File: src/weighted_history_pollution_predictor_assert.svh
// ----------------------------------------------------------------------------
// Assertion macros for the weighted history pollution predictor
// Shared concurrent-assertion forms, clocked on the rising edge and
// disabled during reset.
// ----------------------------------------------------------------------------
`ifndef WEIGHTED_HISTORY_POLLUTION_PREDICTOR_ASSERT_SVH
`define WEIGHTED_HISTORY_POLLUTION_PREDICTOR_ASSERT_SVH

// same-cycle implication
`define WHPP_ASSERT_IMPLY(label, clk, rst, ante, cons) \
   label: assert property (@(posedge clk) disable iff (rst) (ante) |-> (cons)) \
      else $error("assertion failed");

// next-cycle implication
`define WHPP_ASSERT_NEXT(label, clk, rst, ante, cons) \
   label: assert property (@(posedge clk) disable iff (rst) (ante) |=> (cons)) \
      else $error("assertion failed");

`endif

File: src/whpp_pkg.sv
// ----------------------------------------------------------------------------
// whpp_pkg
// Types and constants shared by the predictor controller, datapath and top.
// ----------------------------------------------------------------------------
package whpp_pkg;

   localparam int NPOLL     = 4;
   localparam int LVL_W     = 20;
   localparam int PRED_W    = 21;
   localparam int FW_W      = 13;
   localparam int FH_W      = 5;
   localparam int NUMF_W    = 17;
   localparam int CSR_IDX_W = 2;
   localparam int DEN_SCALE = 100000;

   localparam logic [PRED_W-1:0] PRED_MAX = 21'h1FFFFF;

   localparam logic [15:0]     WIND_FLOOR_SPEED = 16'd3500;
   localparam logic [FW_W-1:0] FW_BASE          = 13'd6000;
   localparam logic [FW_W-1:0] FW_MIN           = 13'd2500;
   localparam logic [13:0]     HUM_THRESH       = 14'd7000;
   localparam logic [FH_W-1:0] FH_HIGH          = 5'd21;
   localparam logic [FH_W-1:0] FH_NOM           = 5'd20;

   localparam logic [CSR_IDX_W-1:0] CSR_LIMIT_CO2  = 2'd0;
   localparam logic [CSR_IDX_W-1:0] CSR_LIMIT_SO2  = 2'd1;
   localparam logic [CSR_IDX_W-1:0] CSR_LIMIT_NO2  = 2'd2;
   localparam logic [CSR_IDX_W-1:0] CSR_LIMIT_PM25 = 2'd3;

   localparam logic [LVL_W-1:0] LIMIT_CO2_RST  = 20'd100000;
   localparam logic [LVL_W-1:0] LIMIT_SO2_RST  = 20'd2000;
   localparam logic [LVL_W-1:0] LIMIT_NO2_RST  = 20'd4000;
   localparam logic [LVL_W-1:0] LIMIT_PM25_RST = 20'd2500;

   typedef struct packed {
      logic [2:0]       zone;
      logic [LVL_W-1:0] co2_level;
      logic [LVL_W-1:0] so2_level;
      logic [LVL_W-1:0] no2_level;
      logic [LVL_W-1:0] pm25_level;
      logic [15:0]      wind_speed;
      logic [13:0]      humidity;
   } req_type;

   typedef struct packed {
      logic [2:0]        zone_out;
      logic [PRED_W-1:0] pred_co2;
      logic [PRED_W-1:0] pred_so2;
      logic [PRED_W-1:0] pred_no2;
      logic [PRED_W-1:0] pred_pm25;
      logic [2:0]        now_over_count;
      logic [2:0]        pred_over_count;
      logic [3:0]        action_mask;
      logic [4:0]        samples_held;
   } rsp_type;

   typedef enum logic [2:0] {
      ST_IDLE,
      ST_APPEND,
      ST_READ,
      ST_DRAIN,
      ST_SCALE,
      ST_DIVIDE,
      ST_FINISH
   } state_type;

   typedef struct packed {
      logic capture;
      logic append;
      logic read;
      logic scale;
      logic divide;
      logic finish;
   } cmd_type;

   typedef struct packed {
      logic rd_last;
      logic div_last;
      logic out_free;
   } status_type;

endpackage

File: src/whpp_ctrl.sv
// ----------------------------------------------------------------------------
// whpp_ctrl
// Sequencer: append, history walk, scaling, long division, result hand-off.
// ----------------------------------------------------------------------------
`include "weighted_history_pollution_predictor_assert.svh"

module whpp_ctrl (
   input  logic                 clock,
   input  logic                 reset,
   input  logic                 req_valid,
   output logic                 req_ready,
   input  whpp_pkg::status_type status,
   output whpp_pkg::cmd_type    cmd
);

   whpp_pkg::state_type state_ff;
   whpp_pkg::state_type state_in;

   always_ff @(posedge clock) begin
      if (reset) begin
         state_ff <= whpp_pkg::ST_IDLE;
      end else begin
         state_ff <= state_in;
      end
   end

   always_comb begin
      state_in  = state_ff;
      cmd       = '0;
      req_ready = 1'b0;
      unique case (state_ff)
         whpp_pkg::ST_IDLE: begin
            req_ready   = 1'b1;
            cmd.capture = req_valid;
            if (req_valid) begin
               state_in = whpp_pkg::ST_APPEND;
            end
         end
         whpp_pkg::ST_APPEND: begin
            cmd.append = 1'b1;
            state_in   = whpp_pkg::ST_READ;
         end
         whpp_pkg::ST_READ: begin
            cmd.read = 1'b1;
            if (status.rd_last) begin
               state_in = whpp_pkg::ST_DRAIN;
            end
         end
         whpp_pkg::ST_DRAIN: begin
            state_in = whpp_pkg::ST_SCALE;
         end
         whpp_pkg::ST_SCALE: begin
            cmd.scale = 1'b1;
            state_in  = whpp_pkg::ST_DIVIDE;
         end
         whpp_pkg::ST_DIVIDE: begin
            cmd.divide = 1'b1;
            if (status.div_last) begin
               state_in = whpp_pkg::ST_FINISH;
            end
         end
         whpp_pkg::ST_FINISH: begin
            cmd.finish = status.out_free;
            if (status.out_free) begin
               state_in = whpp_pkg::ST_IDLE;
            end
         end
         default: begin
            state_in = whpp_pkg::ST_IDLE;
         end
      endcase
   end

   `WHPP_ASSERT_NEXT(a_accept_to_append, clock, reset, req_valid && req_ready, state_ff == whpp_pkg::ST_APPEND)
   `WHPP_ASSERT_NEXT(a_scale_to_divide, clock, reset, state_ff == whpp_pkg::ST_SCALE, state_ff == whpp_pkg::ST_DIVIDE)
   `WHPP_ASSERT_NEXT(a_finish_to_idle, clock, reset, cmd.finish, state_ff == whpp_pkg::ST_IDLE)

endmodule

File: config.mk
export PLATFORM = sky130hd
export DESIGN_NAME = whpp_ctrl
export DESIGN_NICKNAME = d
export VERILOG_FILES = /design/src/whpp_pkg.sv /design/src/whpp_ctrl.sv
export VERILOG_INCLUDE_DIRS = /design/src /design/src/src
export SDC_FILE = /design/constraint.sdc
export NUM_CORES = 1
export LEC_CHECK = 0
export BUFFER_PORTS_ARGS = -buffer_cell sky130_fd_sc_hd__buf_2
export CAP_MARGIN = 30
export CORE_AREA = 2 2 39 41
export CTS_CLUSTER_DIAMETER = 60
export DETAILED_ROUTE_END_ITERATION = 8
export DIE_AREA = 0 0 41 43
export MAX_ROUTING_LAYER = met4
export SLEW_MARGIN = 40
export SYNTH_ARGS = -nofsm -noshare
export SYNTH_HDL_FRONTEND = slang
export SYNTH_SLANG_ARGS = --single-unit
File: constraint.sdc
create_clock -name clock -period 1.44 [get_ports clock]
set_input_delay 0.144 -clock clock [delete_from_list [all_inputs] [get_ports clock]]
set_output_delay 0.144 -clock clock [all_outputs]
set_load 0.05 [all_outputs]
; After elaboration in Yosys (flattened, before gate mapping)
; Cells that the tools add are included.
[classes]
eq_ne = 10
mux = 12
reduce_logical = 2
[ops]
columns = cell, count
row1 = $pmux W3 S7, 1
row2 = $mux W3, 4
row3 = $eq A3 B3 Y1 const B, 3
row4 = $ne A2 B2 Y1 const B, 4
row5 = $mux W1, 7
row6 = $eq A3 B2 Y1 const B, 2
row7 = $reduce_and A4 Y1, 1
row8 = $eq A3 B1 Y1 const B, 1
row9 = $logic_not A3 Y1, 1
[totals]
ff_bits = 3
input_bits = 6
out_inout_bits = 7
wordCells = 25

; Logic depth before layout (Yosys ltp)
[depth]
word_depth = 3
depth_mapped = 4
depth_no_buf = 3

; Least setup slack after synthesis
; No wires, ideal clock.
[synth_timing]
kind = reg2out
from = register state_ff[1]
to = output cmd[5] (netlist name)
t_arrival_ns = 2.125
required_ns = 1.296
setup_slack_ns = -0.829
path_stages_with_launch = 4
path_buffers = 1
path_cell_list = dfxtp_1 buf_2 nor3_1 and2_1
[synth_rtl]
columns = item, line_no
row1 = "start, declared", whpp_ctrl.sv:16  ; whpp_pkg::state_type state_ff;
row2 = "start signal, assigned", whpp_ctrl.sv:21  ; state_ff <= whpp_pkg::ST_IDLE;
row3 = "start signal, assigned", whpp_ctrl.sv:23  ; state_ff <= state_in;
row4 = "end, declared", whpp_ctrl.sv:13  ; output whpp_pkg::cmd_type cmd

==> results.md <==
- Status: completed
- First-pass GRT wire length: 765 microns
- P per Cell Area: 1170 nW/um^2
- Synthesis-to-finish area growth: 48.0%
- Hold Path Cell Cnt: 2
- Worst-margin pin slew: 0.251 ns
- Sequential area share after synthesis: 27.1%
- # setup viols final: 0
- Compound-Gate Fraction of Synth Area: 11.9%
- Largest regs: state_ff (3)
- Via density per instance: 3.95
- Main combinational cell family by area after synthesis: simple AND/OR/NAND/NOR gates
- Initial Util: 16.0%
- Setup bufs post-CTS: 0
- Reg2reg path depth: 4
- HPWL after DPL: 390 microns
- Post-layout minimum cycle time: 1.32 ns
- Die W: 41 microns
- CP Max Fanout: 10
- Clk Latency, worst-skew pair: 0.23 ns
- Tcrit/Tclk final: 91.9%
- Post-Route WL: 515 microns
- Multiplexer share of the synthesized area: 0%
- Max clock buf depth: 2
- Adder-Cell Fraction of Synth Area: 0%
- Syn_nets: 33
- WL/cell: 9.04 microns
- CTS clk-pin slew, worst paths: 0.03 ns
- Total iterations of the first detailed-routing run: 2
- GP Congestion: 0.739
- Clock Sinks: 3
- H-tree depth: 1
- Hold Buf Count CTS: 0
- Max Cap Viol: 0
- Pins Over Slew Limit: 0
- Vias in the first global route: 185
- Mapped Cells: 27
- Drt initial violations: 1
- Die extent in y: 43 microns
- Initial antenna violation count: 0
- Worst r2r src: state_ff[2]$_SDFFE_PP0P_
- Clk_skew: 0.000336 ns
- Final hold violation count: 0
- Crit path launch type: register
- WHS: 0.108 ns
- Reg2reg setup slack: 0.42 ns
- DR DRC count: 0
- Site Rows: 14
- CTS buffer count: 3
- Reg with most FFs: state_ff
- Antenna-violating nets left: 0
- F_max: 756 MHz
- Root Driver: clkbuf_4
- Total grt overflow: 0
- TritonCTS clock tree: done
- Syn Area/Cell: 8.20 sq um
- Flops & latches, synth: 3
- IO buf count: 12
- Worst Path Arrival: 1.18 ns
- Worst setup path class: reg2out
- Max VDD drop: 0.000358 V
- Ports: 13
- Crit end category: output port
- Setup_tns: 0 ns
- CTS resizes: 1
- Mapped Area: 221 sq um
- Utilization after layout: 23.7%
- Worst min-delay path class: in2reg
- Hold Path End: state_ff[0]$_SDFFE_PP0P_
- Vias: 225
- Gr usage total: 7.39%
- Post-synthesis xor/xnor area fraction: 0%
- YS warnings: 0
- FILL cells: 165
- LEAKAGE: 0.136 nW
- N_diodes: 0
- Hold wc startpoint: reset
- Largest register FFs: 3
- Core Region: 1380 sq um
- Synth cell types: 17
- Cell area after layout: 328 sq um
- Reg2reg end: state_ff[0]$_SDFFE_PP0P_
- Post-Synth Simple-Gate Area: 50.3%
- Unrepaired setup endpoints after global routing: false
- Pin count of the biggest net entering global routing: 12
- Placed Area: 295 sq um
- Layout cells sized above 1: 56.1%
- Die area: 1760 sq um
- Worst path required time: 1.30 ns
- Slew HR: 83.4%
- Total power draw: 0.000383 W
- Fin nets: 48
[layer usage]
layer | share of wire [%] | up-vias | GRT usage (%) | routed length [microns]
met5 | 0 | - | - | 0
met4 | 0 | 0 | 6.00 | 0
met3 | 9.5 | 0 | 6.28 | 49
met2 | 38 | 9 | 6.56 | 196
met1 | 52 | 97 | 9.58 | 270
li1 | - | 119 | - | -
[synthesized netlist by cell type]
cell type  instances  area, sq um
buf_4              1         7.51
nand2b_1           1         6.26
a31oi_1            1         6.26
nor2_1             1         3.75
or2_1              1         6.26
and3b_2            1         10.0
dfxtp_1            3         60.1
buf_6              1         11.3
and2_1             2         12.5
nor3b_4            1         18.8
nor3b_1            2         15.0
nand3b_1           3         22.5
o21ai_0            2         10.0
nand2_1            3         11.3
nor3_1             1         5.00
buf_2              1         5.00
a21oi_1            2         10.0
[critical path, stage by stage, from the launching register on]
cell	delay, ns
dfxtp_2	0.37
nor3_2	0.19
and2_1	0.13
buf_2	0.25
[layout make-up]
type	count	area (sq um)	share of cell area, %
Multi-Input combinational cell	21	148	45.0
Timing Repair Buffer	13	70.1	21.4
Sequential cell	3	63.8	19.5
Clock buffer	4	26.3	8.02
Tap cell	16	20.0	6.11
[cells in the final DEF, fill, tap and decap left out, types with 2 or more instances in the layout]
cell type   n
buf_4       2
and2_1      2
nand2_1     3
a21oi_1     2
nand3b_1    3
clkbuf_4    3
buf_2      11
dfxtp_2     3
o21ai_0     2
[power breakdown]
part | switching (W) | internal, W | total (W)
Clock | 0.0000409 | 0.000104 | 0.000145
Sequential | 0.0000205 | 0.0000929 | 0.000113
Combinational | 0.0000829 | 0.0000420 | 0.000125
[how the worst max path moves through the flow]
stage / cells past startpoint / endpoint / start / slack [ns]
after floorplan: 3 / cmd[5] / state_ff[1]$_SDFFE_PP0P_ / -0.36
after global placement: 2 / cmd[4] / state_ff[0]$_SDFFE_PP0P_ / 0.27
after detailed placement: 3 / cmd[0] / state_ff[2]$_SDFFE_PP0P_ / 0.25
after CTS: 2 / cmd[4] / state_ff[0]$_SDFFE_PP0P_ / 0.006
after global routing: 3 / cmd[4] / state_ff[2]$_SDFFE_PP0P_ / 0.03
final: 3 / cmd[5] / state_ff[0]$_SDFFE_PP0P_ / 0.12
[cells by family after synthesis]
family	after synthesis
AOI/OAI and AO/OA	5
buffers and inverters	3
DFF	3
and+or+nand+nor	16
[metrics by stage]
step	instances	setup slack, ns
3_3_place_gp	53	0.273
6_report	57	0.117
4_1_cts	57	0.00552
3_5_place_dp	53	0.246
2_1_floorplan	27	-0.358
5_1_grt	57	0.0329
(Power assumes the default switching activity.)
